$ cat config.mk
export PLATFORM = sky130hd
export DESIGN_NAME = plic_interrupt_controller_core_flat
export DESIGN_NICKNAME = d
export VERILOG_FILES = /design/src/hw/rtl/plic_pkg.sv /design/src/hw/rtl/plic_if.sv /design/src/hw/rtl/plic_lane.sv /design/src/hw/rtl/plic_merge.sv /design/src/hw/rtl/plic_interrupt_controller_core.sv /design/src/flat_wrapper.sv
export SDC_FILE = /design/constraint.sdc
export NUM_CORES = 1
export LEC_CHECK = 0
export CAP_MARGIN = 20
export CORE_MARGIN = 1
export CORE_UTILIZATION = 40
export CTS_BUF_LIST = sky130_fd_sc_hd__clkbuf_8
export DETAILED_ROUTE_END_ITERATION = 12
export DONT_BUFFER_PORTS = 1
export SKIP_LAST_GASP = 1
export SYNTH_ARGS = -nofsm -noshare
export SYNTH_HDL_FRONTEND = slang
export SYNTH_SLANG_ARGS = --single-unit
$ cat constraint.sdc
create_clock -name clock -period 15.75 [get_ports clock]
set_clock_uncertainty 0.05 [all_clocks]
set_input_delay 0.7875 -clock clock [delete_from_list [all_inputs] [get_ports clock]]
set_output_delay 0.7875 -clock clock [all_outputs]
set_load 0.1 [all_outputs]
$ cat src/hw/rtl/plic_pkg.sv
// ----------------------------------------------------------------------------
// plic_pkg
// Shared types and constants of the platform interrupt controller core.
// ----------------------------------------------------------------------------
package plic_pkg;

   // Fixed field widths
   localparam int SOURCE_SLOTS   = 32;
   localparam int ID_WIDTH       = 5;
   localparam int PRIO_WIDTH     = 3;
   localparam int NIBBLE_WIDTH   = 4;
   localparam int COMMAND_WIDTH  = 2;
   localparam int CSR_INDEX_WIDTH = 2;
   localparam int CSR_DATA_WIDTH = 64;

   // Highest priority; nibbles above it saturate
   localparam logic [PRIO_WIDTH-1:0] MAX_PRIORITY = 3'd7;

   // Transaction command codes
   localparam logic [COMMAND_WIDTH-1:0] CMD_SAMPLE   = 2'd0;
   localparam logic [COMMAND_WIDTH-1:0] CMD_CLAIM    = 2'd1;
   localparam logic [COMMAND_WIDTH-1:0] CMD_COMPLETE = 2'd2;

   // Configuration register indexes
   localparam logic [CSR_INDEX_WIDTH-1:0] CSR_ENABLE    = 2'd0;
   localparam logic [CSR_INDEX_WIDTH-1:0] CSR_THRESHOLD = 2'd1;
   localparam logic [CSR_INDEX_WIDTH-1:0] CSR_PRIO_LOW  = 2'd2;
   localparam logic [CSR_INDEX_WIDTH-1:0] CSR_PRIO_HIGH = 2'd3;

   // Per-transaction control broadcast to every lane
   typedef struct packed {
      logic                     accept;
      logic [COMMAND_WIDTH-1:0] command;
      logic                     grant_valid;
      logic [ID_WIDTH-1:0]      grant_id;
      logic [ID_WIDTH-1:0]      complete_id;
   } lane_step_type;

   // What one lane reports to the merge stage and the top level
   typedef struct packed {
      logic                  qualify;
      logic [PRIO_WIDTH-1:0] prio;
      logic                  pending;
      logic                  claimed;
      logic                  pending_next;
      logic                  request_next;
   } lane_status_type;

   // Node of the priority merge tree
   typedef struct packed {
      logic                  hit;
      logic [PRIO_WIDTH-1:0] prio;
      logic [ID_WIDTH-1:0]   id;
   } merge_node_type;

endpackage

$ cat src/hw/rtl/plic_if.sv
// ----------------------------------------------------------------------------
// plic_if
// Valid/ready channels of the interrupt controller core: request and response.
// ----------------------------------------------------------------------------
interface plic_req_if;
   logic                                valid;
   logic                                ready;
   logic [plic_pkg::COMMAND_WIDTH-1:0]  command;
   logic [plic_pkg::SOURCE_SLOTS-1:0]   source_levels;
   logic [plic_pkg::ID_WIDTH-1:0]       complete_id;

   modport source (output valid, command, source_levels, complete_id, input ready);
   modport sink   (input valid, command, source_levels, complete_id, output ready);
endinterface

interface plic_rsp_if;
   logic                                valid;
   logic                                ready;
   logic [plic_pkg::ID_WIDTH-1:0]       claim_id;
   logic                                interrupt_request;
   logic [plic_pkg::SOURCE_SLOTS-1:0]   pending_sources;

   modport source (output valid, claim_id, interrupt_request, pending_sources,
                   input ready);
   modport sink   (input valid, claim_id, interrupt_request, pending_sources,
                   output ready);
endinterface

$ cat src/hw/rtl/plic_lane.sv
// ----------------------------------------------------------------------------
// plic_lane
// One interrupt source: gateway, pending and claimed bits, priority decode.
// ----------------------------------------------------------------------------
module plic_lane #(
   parameter int LANE_ID = 1
) (
   input  logic                                  clock,
   input  logic                                  reset,
   input  plic_pkg::lane_step_type               step,
   input  logic                                  level,
   input  logic                                  enable,
   input  logic [plic_pkg::PRIO_WIDTH-1:0]       threshold,
   input  logic [plic_pkg::NIBBLE_WIDTH-1:0]     nibble,
   output plic_pkg::lane_status_type             status
);

   logic                              pending_ff, pending_in;
   logic                              claimed_ff, claimed_in;
   logic [plic_pkg::PRIO_WIDTH-1:0]   prio;
   logic                              above;
   logic                              granted;
   logic                              completed;

   // Saturate the nibble to the top priority
   assign prio  = nibble[plic_pkg::NIBBLE_WIDTH-1] ? plic_pkg::MAX_PRIORITY
                                                   : nibble[plic_pkg::PRIO_WIDTH-1:0];
   assign above = (prio > threshold);

   assign granted   = step.grant_valid
                      && (step.grant_id == plic_pkg::ID_WIDTH'(LANE_ID));
   assign completed = (step.complete_id == plic_pkg::ID_WIDTH'(LANE_ID));

   // Gateway update for this transaction
   always_comb begin
      pending_in = pending_ff;
      claimed_in = claimed_ff;
      if (step.accept) begin
         unique case (step.command)
            plic_pkg::CMD_SAMPLE: begin
               pending_in = pending_ff | (level & ~claimed_ff);
            end
            plic_pkg::CMD_CLAIM: begin
               if (granted) begin
                  pending_in = 1'b0;
                  claimed_in = 1'b1;
               end
            end
            plic_pkg::CMD_COMPLETE: begin
               if (completed) begin
                  claimed_in = 1'b0;
               end
            end
            default: begin
            end
         endcase
      end
   end

   always_ff @(posedge clock) begin
      if (reset) begin
         pending_ff <= 1'b0;
         claimed_ff <= 1'b0;
      end else begin
         pending_ff <= pending_in;
         claimed_ff <= claimed_in;
      end
   end

   // Report to merge stage
   assign status.qualify      = pending_ff & enable & above;
   assign status.prio         = prio;
   assign status.pending      = pending_ff;
   assign status.claimed      = claimed_ff;
   assign status.pending_next = pending_in;
   assign status.request_next = pending_in & enable & above;

endmodule

$ cat src/hw/rtl/plic_merge.sv
// ----------------------------------------------------------------------------
// plic_merge
// Priority tree over all lanes: highest priority wins, lowest ID on a tie.
// ----------------------------------------------------------------------------
module plic_merge (
   input  plic_pkg::lane_status_type [plic_pkg::SOURCE_SLOTS-1:0] lanes,
   output logic                                                  winner_valid,
   output logic [plic_pkg::ID_WIDTH-1:0]                         winner_id
);

   localparam int LEVELS = plic_pkg::ID_WIDTH;

   plic_pkg::merge_node_type tree [0:LEVELS][0:plic_pkg::SOURCE_SLOTS-1];

   // Right node takes over only with strictly higher priority
   function automatic plic_pkg::merge_node_type pick(
      input plic_pkg::merge_node_type lo,
      input plic_pkg::merge_node_type hi
   );
      plic_pkg::merge_node_type res;
      res = lo;
      if (hi.hit && (!lo.hit || (hi.prio > lo.prio))) begin
         res = hi;
      end
      return res;
   endfunction

   // Leaves
   for (genvar i = 0; i < plic_pkg::SOURCE_SLOTS; i++) begin : g_leaf
      assign tree[0][i].hit  = lanes[i].qualify;
      assign tree[0][i].prio = lanes[i].prio;
      assign tree[0][i].id   = plic_pkg::ID_WIDTH'(i);
   end

   // Pairwise reduction, lower IDs on the left
   for (genvar l = 1; l <= LEVELS; l++) begin : g_level
      for (genvar j = 0; j < plic_pkg::SOURCE_SLOTS; j++) begin : g_node
         if (j < (plic_pkg::SOURCE_SLOTS >> l)) begin : g_used
            assign tree[l][j] = pick(tree[l-1][2*j], tree[l-1][2*j+1]);
         end else begin : g_unused
            assign tree[l][j] = '0;
         end
      end
   end

   assign winner_valid = tree[LEVELS][0].hit;
   assign winner_id    = tree[LEVELS][0].hit ? tree[LEVELS][0].id : '0;

endmodule

$ cat src/hw/rtl/plic_interrupt_controller_core.sv
// ----------------------------------------------------------------------------
// plic_interrupt_controller_core
// Single-context platform interrupt controller for up to 31 level sources.
// ----------------------------------------------------------------------------
// The core takes one transaction per clock (sample, claim or complete) while
// the receiver keeps taking responses, and returns one response per
// transaction in the next cycle through an output register; a new request
// is taken in the same cycle the previous response is taken. Each source
// has its own lane holding its gateway and pending/claimed bits, and a
// combinational priority tree across the lanes picks the claim winner.
// Configuration writes take effect on the next transaction.
// ----------------------------------------------------------------------------
module plic_interrupt_controller_core #(
   parameter int NUM_SOURCES = 32
) (
   input  logic                                   clock,
   input  logic                                   reset,
   plic_req_if.sink                               req_if,
   plic_rsp_if.source                             rsp_if,
   input  logic                                   csr_write_enable,
   input  logic [plic_pkg::CSR_INDEX_WIDTH-1:0]   csr_index,
   input  logic [plic_pkg::CSR_DATA_WIDTH-1:0]    csr_write_data
);

   localparam int HALF = plic_pkg::SOURCE_SLOTS / 2;

   // Configuration registers
   logic [plic_pkg::SOURCE_SLOTS-1:0]    enable_ff;
   logic [plic_pkg::PRIO_WIDTH-1:0]      threshold_ff;
   logic [plic_pkg::CSR_DATA_WIDTH-1:0]  prio_low_ff;
   logic [plic_pkg::CSR_DATA_WIDTH-1:0]  prio_high_ff;

   // Response register
   logic                                 rsp_valid_ff, rsp_valid_in;
   logic [plic_pkg::ID_WIDTH-1:0]        claim_id_ff, claim_id_in;
   logic                                 irq_ff, irq_in;
   logic [plic_pkg::SOURCE_SLOTS-1:0]    pending_ff, pending_in;

   logic                                 req_accept;
   plic_pkg::lane_step_type              step;
   plic_pkg::lane_status_type [plic_pkg::SOURCE_SLOTS-1:0] lanes;
   logic                                 winner_valid;
   logic [plic_pkg::ID_WIDTH-1:0]        winner_id;
   logic [plic_pkg::SOURCE_SLOTS-1:0]    pending_now;
   logic [plic_pkg::SOURCE_SLOTS-1:0]    claimed_now;
   logic [plic_pkg::SOURCE_SLOTS-1:0]    pending_next;
   logic [plic_pkg::SOURCE_SLOTS-1:0]    request_next;
   logic                                 is_claim;

   // Configuration writes
   always_ff @(posedge clock) begin
      if (reset) begin
         enable_ff    <= '0;
         threshold_ff <= '0;
         prio_low_ff  <= '0;
         prio_high_ff <= '0;
      end else if (csr_write_enable) begin
         unique case (csr_index)
            plic_pkg::CSR_ENABLE:    enable_ff    <= csr_write_data[plic_pkg::SOURCE_SLOTS-1:0];
            plic_pkg::CSR_THRESHOLD: threshold_ff <= csr_write_data[plic_pkg::PRIO_WIDTH-1:0];
            plic_pkg::CSR_PRIO_LOW:  prio_low_ff  <= csr_write_data;
            plic_pkg::CSR_PRIO_HIGH: prio_high_ff <= csr_write_data;
            default: begin
            end
         endcase
      end
   end

   // Handshake: output register frees up when taken
   assign req_if.ready = !rsp_valid_ff || rsp_if.ready;
   assign req_accept   = req_if.valid && req_if.ready;

   assign is_claim = (req_if.command == plic_pkg::CMD_CLAIM);

   // Broadcast to lanes
   assign step.accept      = req_accept;
   assign step.command     = req_if.command;
   assign step.grant_valid = winner_valid && is_claim;
   assign step.grant_id    = winner_id;
   assign step.complete_id = req_if.complete_id;

   // Source lanes; ID 0 and IDs past the source count stay empty
   for (genvar i = 0; i < plic_pkg::SOURCE_SLOTS; i++) begin : g_lane
      if ((i >= 1) && (i < NUM_SOURCES)) begin : g_src
         plic_lane #(
            .LANE_ID (i)
         ) u_lane (
            .clock     (clock),
            .reset     (reset),
            .step      (step),
            .level     (req_if.source_levels[i]),
            .enable    (enable_ff[i]),
            .threshold (threshold_ff),
            .nibble    ((i < HALF) ? prio_low_ff[plic_pkg::NIBBLE_WIDTH*(i % HALF) +:
                                                 plic_pkg::NIBBLE_WIDTH]
                                   : prio_high_ff[plic_pkg::NIBBLE_WIDTH*(i % HALF) +:
                                                  plic_pkg::NIBBLE_WIDTH]),
            .status    (lanes[i])
         );
      end else begin : g_none
         assign lanes[i] = '0;
      end
      assign pending_now[i]  = lanes[i].pending;
      assign claimed_now[i]  = lanes[i].claimed;
      assign pending_next[i] = lanes[i].pending_next;
      assign request_next[i] = lanes[i].request_next;
   end

   // Winner across lanes
   plic_merge u_merge (
      .lanes        (lanes),
      .winner_valid (winner_valid),
      .winner_id    (winner_id)
   );

   // Response capture
   always_comb begin
      rsp_valid_in = rsp_valid_ff;
      claim_id_in  = claim_id_ff;
      irq_in       = irq_ff;
      pending_in   = pending_ff;
      if (req_accept) begin
         rsp_valid_in = 1'b1;
         claim_id_in  = (is_claim && winner_valid) ? winner_id : '0;
         irq_in       = |request_next;
         pending_in   = pending_next;
      end else if (rsp_if.ready) begin
         rsp_valid_in = 1'b0;
      end
   end

   always_ff @(posedge clock) begin
      if (reset) begin
         rsp_valid_ff <= 1'b0;
      end else begin
         rsp_valid_ff <= rsp_valid_in;
      end
   end

   always_ff @(posedge clock) begin
      claim_id_ff <= claim_id_in;
      irq_ff      <= irq_in;
      pending_ff  <= pending_in;
   end

   assign rsp_if.valid             = rsp_valid_ff;
   assign rsp_if.claim_id          = claim_id_ff;
   assign rsp_if.interrupt_request = irq_ff;
   assign rsp_if.pending_sources   = pending_ff;

`ifndef NO_ASSERTIONS
   // A source is never pending and claimed at once
   a_pend_claim_excl: assert property (@(posedge clock) disable iff (reset)
      (pending_now & claimed_now) == '0)
      else $error("source both pending and claimed");

   // Reserved source 0 never becomes pending or claimed
   a_src0_idle: assert property (@(posedge clock) disable iff (reset)
      !pending_now[0] && !claimed_now[0])
      else $error("reserved source active");

   // A claimed ID in the response has left the pending set
   a_claim_cleared: assert property (@(posedge clock) disable iff (reset)
      (rsp_valid_ff && (claim_id_ff != '0)) |-> !pending_ff[claim_id_ff])
      else $error("claimed source still pending");

   // A granted source is claimed in the next cycle
   a_grant_claims: assert property (@(posedge clock) disable iff (reset)
      (req_accept && step.grant_valid) |=> claimed_now[$past(winner_id)])
      else $error("grant did not mark source claimed");

   // Response register is empty after reset
   a_reset_empty: assert property (@(posedge clock)
      reset |=> !rsp_valid_ff)
      else $error("response valid after reset");
`endif

endmodule

$ cat src/flat_wrapper.sv
// flat-port wrapper written by rule: the top's interface ports become plain ports
module plic_interrupt_controller_core_flat 
#(
   parameter int NUM_SOURCES = 32
)
  (clock, reset, csr_write_enable, csr_index, csr_write_data, req_if_valid, req_if_command, req_if_source_levels, req_if_complete_id, req_if_ready, rsp_if_valid, rsp_if_claim_id, rsp_if_interrupt_request, rsp_if_pending_sources, rsp_if_ready);
  plic_req_if req_if_i ();
  plic_rsp_if rsp_if_i ();
  input  logic clock;
  input  logic reset;
  input  logic csr_write_enable;
  input  logic [plic_pkg::CSR_INDEX_WIDTH-1:0] csr_index;
  input  logic [plic_pkg::CSR_DATA_WIDTH-1:0] csr_write_data;
  input wire logic [$bits(req_if_i.valid)-1:0] req_if_valid;
  input wire logic [$bits(req_if_i.command)-1:0] req_if_command;
  input wire logic [$bits(req_if_i.source_levels)-1:0] req_if_source_levels;
  input wire logic [$bits(req_if_i.complete_id)-1:0] req_if_complete_id;
  output wire logic [$bits(req_if_i.ready)-1:0] req_if_ready;
  output wire logic [$bits(rsp_if_i.valid)-1:0] rsp_if_valid;
  output wire logic [$bits(rsp_if_i.claim_id)-1:0] rsp_if_claim_id;
  output wire logic [$bits(rsp_if_i.interrupt_request)-1:0] rsp_if_interrupt_request;
  output wire logic [$bits(rsp_if_i.pending_sources)-1:0] rsp_if_pending_sources;
  input wire logic [$bits(rsp_if_i.ready)-1:0] rsp_if_ready;
  assign req_if_i.valid = req_if_valid;
  assign req_if_i.command = req_if_command;
  assign req_if_i.source_levels = req_if_source_levels;
  assign req_if_i.complete_id = req_if_complete_id;
  assign req_if_ready = req_if_i.ready;
  assign rsp_if_valid = rsp_if_i.valid;
  assign rsp_if_claim_id = rsp_if_i.claim_id;
  assign rsp_if_interrupt_request = rsp_if_i.interrupt_request;
  assign rsp_if_pending_sources = rsp_if_i.pending_sources;
  assign rsp_if_i.ready = rsp_if_ready;
  plic_interrupt_controller_core #(.NUM_SOURCES(NUM_SOURCES)) u_core (.clock(clock), .reset(reset), .req_if(req_if_i), .rsp_if(rsp_if_i), .csr_write_enable(csr_write_enable), .csr_index(csr_index), .csr_write_data(csr_write_data));
endmodule
==> results of run 1 <==
through the flow:
stage                     setup WS [ns]  hold WS, ns
after detailed placement          3.858       0.3903
after global placement            4.034       0.3857
after global routing              2.846       0.1827
after floorplan                   6.419       0.3811
after CTS                         3.789       0.1682
final                             3.548       0.2233
cell usage after synthesis, types with 12 or more instances:
master    number  share of area
a21o_1        19         0.0083
nor2_1       206          0.045
a21oi_1      258          0.075
nand3_1       62          0.018
mux2i_1       18          0.011
o31ai_1       33          0.014
dfxtp_1      221           0.26
inv_1        130          0.029
a31oi_1       33          0.012
or2_2         32          0.012
clkbuf_1      75          0.016
o21a_1        40          0.018
nand2_1      404          0.089
o211ai_1      16         0.0070
ha_1         171           0.13
nor2b_1       57          0.021
o21ai_0       93          0.027
a32oi_1       12         0.0061
edfxtp_1      37          0.065
nand2b_1      32          0.012
nor3_1        39          0.011
cell families after synthesis:
kind of cell,share of synthesized area
DFF,0.3235
AOI/OAI and AO/OA,0.2400
and+or+nand+nor,0.2431
adders and majority gates,0.1250
buffers and inverters,0.05045
muxes,0.01777
other,0.0002191
area by class of cell:
cell class	count	area [µm²]	area share
clock inverter	29	168.9	0.009115
timing repair buffer	17	127.6	0.006887
multi-input combinational	1742	10740	0.5794
inverter	133	499.2	0.02694
clock buffer	57	784.5	0.04233
antenna	2	5.005	0.0002701
tap	539	674.4	0.03639
sequential	258	5535	0.2987
layer usage:
layer / wire [µm] / track usage
met1: 25500 / 0.3501
met3: 4613 / 0.06072
met2: 27520 / 0.4430
met5: 17 / 0
met4: 2132 / 0.1002
worst paths after layout:
check	slack (ns)	from	end
hold reg to reg	0.40	u_core.prio_low_ff[46]	u_core.prio_low_ff[46]
hold / removal	0.22	reset	u_core.rsp_if.valid
setup reg to reg	3.55	u_core.threshold_ff[2]	u_core.rsp_if.interrupt_request
setup / recovery	3.55	u_core.threshold_ff[2]	u_core.rsp_if.interrupt_request
worst max-delay path, delay by kind of cell (launching register included):
kind | cells | cell delay, ns
AO/OA/AOI/OAI | 23 | 5.90
adder cells (fa/ha/maj) | 5 | 1.37
buffers and inverters | 3 | 0.59
flip-flops | 1 | 0.31
multiplexers | 1 | 0.34
AND/OR/NAND/NOR | 13 | 3.28
state kept, by name (all words and copies together) (netlist names):
| register | cells |
|---|---|
| u_core.threshold_ff | 3 |
| u_core.g_lane.g_src.u_lane.pending_ff | 31 |
| u_core.enable_ff | 31 |
| u_core.g_lane.g_src.u_lane.claimed_ff | 31 |
| u_core.prio_high_ff | 64 |
| u_core.prio_low_ff | 60 |
| u_core.rsp_if.pending_sources | 31 |
| u_core.rsp_if.valid | 1 |
| u_core.rsp_if.claim_id | 5 |
| u_core.rsp_if.interrupt_request | 1 |
power breakdown:
group	internal (mW)	switching (mW)
sequential	0.698	0.0664
clock	0.359	0.298
combinational	0.0989	0.157
total	1.16	0.521
==> results.ini, run 1 <==
[route]
detailedRoute.firstPassIterationCount=5
dr_total_vias=16200
totalWireLength_um=59780
drt_iter0_drcs=1313
post_detailed_route_count_of_antenna_violating_nets=0
drt-vias-per-instance=5.834
wire_per_inst_um=21.53
drcViolationCount=0

[worst_setup_path]
startpoint_type=register
worstPathArrival_ns=12.45
worstPathMaxFanout=31
criticalPathCategory=register to register
r2r_cells=45
critical-path-top-cell-by-count=ha_1
library_cell_contributing_the_largest_single_delay_on_the_critical_path=o31ai_1
setup.worst_path.end_class=register
critical_path.max_stage_delay_ns=0.77
worstPathRequired_ns=16.00

[global_routing]
grt.overflow.total=0
antenna_found_initial=2
grt_first_pass_wirelength_um=91070
grt_use_total=0.2717
grt_start_max_net_pins=222
first_global_vias=15300

[die]
fp.dieW_um=208.8
dieArea_mm2=0.04361
io_pins=150
rows=75
die_extent_in_y_um=208.8
initial_utilization=0.4071
fp.coreArea_mm2=0.04204

[synth]
share_of_the_yosys_chip_area_belonging_to_registers=0.3235
synth.lib_cells_used.distinct=94
avgSynthCellArea_um2=7.712
ys_ff_latch=258
mapped_area_mm2=0.01711
synth-async-reset-ratio=0
syn-num-nets=2500
synth-warning-count=0
synth_ff_type=dfxtp_1
synthesized_netlist_cell_count=2219
synth-edff-count=37

[place]
dpl.cell_count=2689
number_of_port_buffers=0
dp_hpwl_um=45260
globalplace.congestion=0.9338
place_area_mm2=0.01757

[power_and_ir_drop]
static-leakage-power_nw=7.432
power-per-cell-area_mw_per_mm2=90.47
worst_ir_drop_vdd_mv=0.05095
total_power_mw=1.677

[clocking]
numClockSinks=258
cts.root.buffer_cell=clkbuf_8
postCtsResizedCells=0
insertion_delay_ns=0.63
tritoncts=built
cts_post_setup_buffers_inserted=0
hold_buffers_post_cts=0
clkSlewWorstSetupHoldPaths_ns=0.06
ctsHtreeMaxLevel=2
cts-buffers-inserted=48
clockBufferDepth=3

[sta]
hold_viol=0
max_slew.worst_pin.slew_ns=1.103
setup-violations-final=0
fmax_mhz=81.95
slew-limit-headroom=0.2649
drv_slew=0
setup_repair_after_global_routing_missed_its_margin=false
min_period_ns=12.20
post-route-period-util=0.7748
timing.setup.tns_ns=0

[cells_and_area]
drive_above_1_share=0.08140
most-common-layout-cells=nand2_1, a21oi_1, dfxtp_1, nor2_1, ha_1
num-fill-cells=4312
final_area_mm2=0.01853
fin_util=0.4408
final_net_count=2481
stdcell_count=2777
final_common_cell=nand2_1
layout-area-overhead-vs-synth_pct=8.291

[worst_hold_path]
timing.hold.worst.class=input port to register
whs_path_depth=1

[run_status]
status=completed

[run]
drv_cap=0

(Power assumes the default switching activity.)
==> run 2, diff against run 1 <==
==> constraint.sdc (replaced) <==
create_clock -name clock -period 12 [get_ports clock]
set_clock_uncertainty 0.05 [all_clocks]
set_input_delay 0.6 -clock clock [delete_from_list [all_inputs] [get_ports clock]]
set_output_delay 0.6 -clock clock [all_outputs]
set_load 0.1 [all_outputs]
==> run 2 against run 1 <==
Compared with the run above: core utilization up 0.55 points; die area unchanged; largest cell class unchanged; first-iteration DRC count down 1.2%; final cell count up 0.58%; sequential share of layout area down 0.37 points.
==> results.ini, run 2 (same netlist as run 1, synthesis figures left out) <==
[cells_and_area]
fin_util=0.4463  ; was 0.4408
top_register=u_core.prio_high_ff  ; unchanged
drive_above_1_share=0.09272  ; was 0.08140
final_common_cell=nand2_1  ; unchanged
final_area_mm2=0.01876  ; was 0.01853 mm²
most-common-layout-cells=nand2_1, a21oi_1, dfxtp_1, nor2_1, ha_1  ; unchanged
largestRegisters=u_core.prio_high_ff x64, u_core.prio_low_ff x60  ; unchanged
layout-area-overhead-vs-synth_pct=9.644  ; was 8.291%
num-fill-cells=4332  ; was 4,312
final_net_count=2498  ; was 2,481
multi_input_area_mm2=0.01074  ; about the same
largest_reg_flops=64  ; unchanged
seq_area_mm2=0.005535  ; unchanged
insertedDiodeCount=0  ; was 2

[sta]
post-route-period-util=0.9369  ; was 0.7748
slew-limit-headroom=0.2681  ; was 0.2649
setup-violations-final=0  ; unchanged
hold_viol=0  ; unchanged
setup_repair_after_global_routing_missed_its_margin=false  ; unchanged
min_period_ns=11.24  ; was 12.20 ns
post-route-worst-setup-slack_ns=0.7574  ; was 3.548 ns
timing.setup.tns_ns=0  ; unchanged
drv_slew=0  ; unchanged
fmax_mhz=88.95  ; was 81.95 MHz
max_slew.worst_pin.slew_ns=1.098  ; was 1.103 ns

[die]
fp.dieW_um=208.8  ; unchanged
rows=75  ; unchanged
fp.coreArea_mm2=0.04204  ; unchanged
dieArea_mm2=0.04361  ; unchanged
die_extent_in_y_um=208.8  ; unchanged
initial_utilization=0.4071  ; unchanged
io_pins=150  ; unchanged

[route]
wire_per_inst_um=21.88  ; was 21.53 µm
drt_iter0_drcs=1297  ; was 1,313
detailedRoute.firstPassIterationCount=5  ; unchanged
totalWireLength_um=61100  ; was 59,780 µm
post_detailed_route_count_of_antenna_violating_nets=0  ; unchanged
drt-vias-per-instance=5.893  ; was 5.834
drcViolationCount=0  ; unchanged
dr_total_vias=16460  ; was 16,200

[clocking]
insertion_delay_ns=0.63  ; about the same
numClockSinks=258  ; unchanged
tritoncts=built  ; unchanged
cts-buffers-inserted=48  ; unchanged
clkSlewWorstSetupHoldPaths_ns=0.07  ; was 0.06 ns
clockBufferDepth=3  ; unchanged
ctsHtreeMaxLevel=2  ; unchanged
cts.root.buffer_cell=clkbuf_8  ; unchanged

[worst_setup_path]
library_cell_contributing_the_largest_single_delay_on_the_critical_path=a311o_1  ; was o31ai_1
critical_path.max_stage_delay_ns=0.65  ; was 0.77 ns
startpoint_type=register  ; unchanged
worstPathRequired_ns=12.30  ; was 16.00 ns
criticalPathCategory=register to register  ; unchanged
worstPathArrival_ns=11.54  ; was 12.45 ns
setup.worst_path.end_class=register  ; unchanged
critical-path-top-cell-by-count=ha_1  ; unchanged
worstPathMaxFanout=28  ; was 31

[power_and_ir_drop]
power-per-cell-area_mw_per_mm2=121.2  ; was 90.47 mW/mm²
total_power_mw=2.273  ; was 1.677 mW
static-leakage-power_nw=7.537  ; was 7.432 nW
worst_ir_drop_vdd_mv=0.06969  ; was 0.05095 mV

[global_routing]
grt_start_max_net_pins=180  ; was 222
antenna_found_initial=3  ; was 2
first_global_vias=15800  ; was 15,300
grt_use_total=0.2775  ; was 0.2717
grt_first_pass_wirelength_um=93150  ; was 91,070 µm
grt.overflow.total=0  ; unchanged

[run_status]
status=completed  ; unchanged

[place]
place_area_mm2=0.01771  ; was 0.01757 mm²
number_of_port_buffers=0  ; unchanged
preCtsSetupSlack_ns=0.8742  ; was 3.858 ns
dp_hpwl_um=46190  ; was 45,260 µm
globalplace.congestion=0.9497  ; was 0.9338

[run]
drv_cap=0  ; unchanged

[worst_hold_path]
timing.hold.worst.class=input port to register  ; unchanged

==> run 2: path summary, 6_finish.rpt <==
kind | startpoint | endpoint | slack [ns] | cells past startpoint
worst max register to register | u_core.threshold_ff[1] | u_core.rsp_if.interrupt_request | 0.76 | 46
worst max-delay path | u_core.threshold_ff[1] | u_core.rsp_if.interrupt_request | 0.76 | 46
worst min register to register | u_core.prio_low_ff[30] | u_core.prio_low_ff[30] | 0.40 | 2
worst min-delay path | csr_write_data[11] | u_core.prio_low_ff[11] | 0.05 | 2
==> run 2: what timing repair did <==
action	in CTS	in global routing
hold buffers	1	0
buffers inserted	0	0
hold endpoints to repair	43	0
endpoints found under the setup margin	0	1
gates resized for setup	0	1
==> run 2: area by class of cell <==
cell class | instances | area share
multi-input cells | 1742 | 0.5726
clock inverters | 29 | 0.01234
inverters | 133 | 0.02661
flip-flops and latches | 258 | 0.2950
repair buffers | 34 | 0.01494
well taps | 539 | 0.03594
clock buffers | 58 | 0.04254
==> run 2: where the power goes <==
group | switching, mW | internal, mW
Sequential | 0.0876 | 0.916
Combinational | 0.210 | 0.132
Clock | 0.404 | 0.524
Total | 0.701 | 1.57
==> run 2: worst max-delay path: cells and delay by family, from the launching register on <==
family | cells | cell delay (ns)
AO/OA/AOI/OAI | 24 | 6.10
AND/OR/NAND/NOR | 12 | 2.09
adder cells (fa/ha/maj) | 5 | 1.46
buffers and inverters | 4 | 0.57
multiplexers | 1 | 0.34
flip-flops | 1 | 0.33
==> run 2: per-layer routing <==
layer  wire length, µm  GRT usage  vias up
li1                  -          -     7851
met4              2396     0.1209        6
met2             27670     0.4440      552
met1             26840     0.3650     7920
met5                44          0        -
met3              4151    0.04959      129
==> run 2: through the flow <==
stage / hold WS (ns) / std cells
2_1_floorplan: 0.3811 / 2219
3_3_place_gp: 0.3871 / 2705
3_5_place_dp: 0.3916 / 2705
4_1_cts: 0.006071 / 2793
5_1_grt: 0.01055 / 2793
6_report: 0.04648 / 2793
==> run 3, diff against run 2 <==
--- a/config.mk
+++ b/config.mk
@@ -5,6 +5,7 @@
 export SDC_FILE = /design/constraint.sdc
 export NUM_CORES = 1
 export LEC_CHECK = 0
+export ABC_AREA = 1
 export CAP_MARGIN = 20
 export CORE_MARGIN = 1
 export CORE_UTILIZATION = 40
==> run 3 against run 2 <==
Compared with the run above: global-route usage decreased by 1.9 points; final cell count increased by 11%; first-iteration DRC count increased by 0.23%; largest cell class unchanged.
==> results.ini, run 3 <==
[run_status]
status=completed  ; unchanged

[place]
globalplace.congestion=0.9272  ; was 0.9497
number_of_port_buffers=0  ; unchanged
dp_hpwl_um=42280  ; was 46,190 µm
preCtsSetupSlack_ns=2.450  ; was 0.8742 ns
place_area_mm2=0.01748  ; was 0.01771 mm²

[clocking]
insertion_delay_ns=0.66  ; was 0.63 ns
tritoncts=built  ; unchanged
cts.root.buffer_cell=clkbuf_8  ; unchanged
ctsHtreeMaxLevel=2  ; unchanged
cts-buffers-inserted=48  ; unchanged
clkSlewWorstSetupHoldPaths_ns=0.06  ; was 0.07 ns
numClockSinks=258  ; unchanged
postCtsResizedCells=0  ; unchanged
clockBufferDepth=3  ; unchanged

[global_routing]
antenna_found_initial=0  ; was 3
grt.overflow.total=0  ; unchanged
grt_use_total=0.2583  ; was 0.2775
grt_start_max_net_pins=97  ; was 180
first_global_vias=15460  ; was 15,800
grt_first_pass_wirelength_um=86860  ; was 93,150 µm

[power_and_ir_drop]
clockPowerShare=0.363  ; was 0.408
internal-power_mw=1.551  ; was 1.572 mW
worst_ir_drop_vdd_mv=0.09206  ; was 0.06969 mV
power-per-cell-area_mw_per_mm2=128.4  ; was 121.2 mW/mm²
p_sw_mw=0.8247  ; was 0.7015 mW
p_sw_frac=0.3471  ; was 0.3086
static-leakage-power_nw=9.311  ; was 7.537 nW
comb_power_share=0.209  ; was 0.150
sequentialPowerShare=0.428  ; was 0.441

[synth]
synth.lib_cells_used.distinct=45  ; was 94
synth_top_cells_by_count=nand2_1, nor2_1, inv_1, o21ai_0, dfxtp_1  ; was nand2_1, a21oi_1, dfxtp_1
avgSynthCellArea_um2=6.721  ; was 7.712 µm²
mapped_area_mm2=0.01701  ; was 0.01711 mm²
synth_most_common_cell=nand2_1  ; unchanged
synth-warning-count=0  ; unchanged
synth-async-reset-ratio=0  ; unchanged
synth_largest_area_cell=dfxtp_1  ; unchanged
synthesized_netlist_cell_count=2531  ; was 2,219
syn-num-nets=2812  ; was 2,500
synth_ff_type=dfxtp_1  ; unchanged
synth_top_cell_area_share=0.2601  ; was 0.2585
share_of_the_yosys_chip_area_belonging_to_registers=0.3254  ; was 0.3235
ys_ff_latch=258  ; unchanged
synth-edff-count=37  ; unchanged
synth_top_cells_by_area=dfxtp_1, ha_1, nand2_1  ; unchanged

[worst_setup_path]
worstPathRequired_ns=12.32  ; was 12.30 ns
startpoint_type=register  ; unchanged
critical-path-top-cell-by-count=nand2_1  ; was ha_1
library_cell_contributing_the_largest_single_delay_on_the_critical_path=nor2_4  ; was a311o_1
criticalPathCategory=register to register  ; unchanged
worstPathMaxFanout=30  ; was 28
setup.worst_path.end_class=register  ; unchanged
worstPathArrival_ns=10.12  ; was 11.54 ns
critical_path.max_stage_delay_ns=0.67  ; was 0.65 ns

[sta]
max_slew.worst_pin.slew_ns=1.050  ; was 1.098 ns
slew-limit-headroom=0.2975  ; was 0.2681
post-route-worst-setup-slack_ns=2.206  ; was 0.7574 ns
setup_repair_after_global_routing_missed_its_margin=false  ; unchanged
timing.setup.tns_ns=0  ; unchanged
post-route-period-util=0.8162  ; was 0.9369
whs_ns=0.03699  ; was 0.04648 ns
min_period_ns=9.794  ; was 11.24 ns
drv_slew=0  ; unchanged
setup-violations-final=0  ; unchanged
fmax_mhz=102.1  ; was 88.95 MHz
hold_viol=0  ; unchanged

[route]
routed-wl-met2_um=25180  ; was 27,670 µm
drt_iter0_drcs=1300  ; was 1,297
wire_per_inst_um=18.11  ; was 21.88 µm
length_of_routed_wiring_on_met1_um=24830  ; was 26,840 µm
detailedRoute.firstPassIterationCount=8  ; was 5
post_detailed_route_count_of_antenna_violating_nets=0  ; unchanged
dr.max_layer_used=met4  ; was met5
dr_total_vias=16370  ; was 16,460
route.met3.wl_um=3616  ; was 4151 µm
drt-vias-per-instance=5.290  ; was 5.893
totalWireLength_um=56020  ; was 61,100 µm
drcViolationCount=0  ; unchanged

[cells_and_area]
final_area_mm2=0.01850  ; was 0.01876 mm²
layout-area-overhead-vs-synth_pct=8.738  ; was 9.644%
most-common-layout-cells=nand2_1, nor2_1, inv_1, o21ai_0, dfxtp_1  ; was nand2_1, a21oi_1, dfxtp_1, nor2_1, ha_1
final_common_cell=nand2_1  ; unchanged
largest_reg_flops=64  ; unchanged
top_register=u_core.prio_high_ff  ; unchanged
insertedDiodeCount=0  ; unchanged
final_net_count=2799  ; was 2,498
largestRegisters=u_core.prio_high_ff x64, u_core.prio_low_ff x60  ; unchanged
fin_util=0.4410  ; was 0.4463
drive_above_1_share=0.06928  ; was 0.09272

[die]
io_pins=150  ; unchanged
fp.coreArea_mm2=0.04195  ; was 0.04204 mm²
die_extent_in_y_um=208.2  ; was 208.8 µm
initial_utilization=0.4055  ; was 0.4071
dieArea_mm2=0.04336  ; was 0.04361 mm²
fp.dieW_um=208.2  ; was 208.8 µm
rows=75  ; unchanged

[run]
drv_cap=0  ; unchanged

[worst_hold_path]
timing.hold.worst.class=input port to register  ; unchanged

[run 3: power by group through the flow]
stage                     sequential (mW)  combinational [mW]  clock (mW)
after floorplan                      1.03               0.366           0
after CTS                            1.02               0.494       0.886
after detailed placement             1.03               0.486           0
after global placement               1.03               0.465           0
final                                1.02               0.497       0.863
after global routing                 1.02               0.570       0.926
[run 3: cell type report]
class,instances,area (µm²)
well taps,539,674.4
clock buffers,60,825.8
clock inverters,27,133.9
inverters,325,1227
multi-input cells,1868,9946
repair buffers,17,155.1
flip-flops and latches,258,5535
fillers,4379,23450
[run 3: metal layers]
metal  vias to the layer above  global-route usage
met3                        98             0.04875
met5                         -                   0
met1                      7541              0.3327
met2                       481              0.4171
li1                       8246                   -
met4                         0              0.1195
[run 3: path summary, 6_finish.rpt]
path              depth (start not counted)                               to  slack, ns               startpoint
setup / recovery                         52  u_core.rsp_if.interrupt_request       2.21   u_core.threshold_ff[1]
hold / removal                            2              u_core.enable_ff[4]       0.04        csr_write_data[4]
setup reg to reg                         52  u_core.rsp_if.interrupt_request       2.21   u_core.threshold_ff[1]
hold reg to reg                           2          u_core.prio_high_ff[41]       0.40  u_core.prio_high_ff[41]
[run 3: cell families (layout without fill, tap and decap cells)]
kind of cell	after synthesis	in the layout	share of synthesized area
other cells	1	1	0.0002204
compound gates	534	534	0.1670
fa+ha+maj	171	171	0.1258
simple gates	1162	1162	0.2896
flops	258	258	0.3254
buf+inv	405	429	0.09201
[run 3: worst max-delay path: cells and delay by family (launching register included)]
family                     cells  cell delay [ns]
adders and majority gates      5             1.59
AOI/OAI and AO/OA             11             2.09
buffers and inverters          7             1.45
and+or+nand+nor               29             4.03
DFF                            1             0.30
[run 3: what timing repair did]
action | in CTS | in global routing
hold buffers | 4 | 0
hold endpoints to repair | 50 | 0
buffers inserted | 0 | 0
[run 3: stage by stage]
stage	total power, mW	std cells
detailed placement	1.520	3003
finish	2.376	3094
CTS	2.396	3094
global placement	1.499	3003
floorplan	1.391	2531
global route	2.517	3094
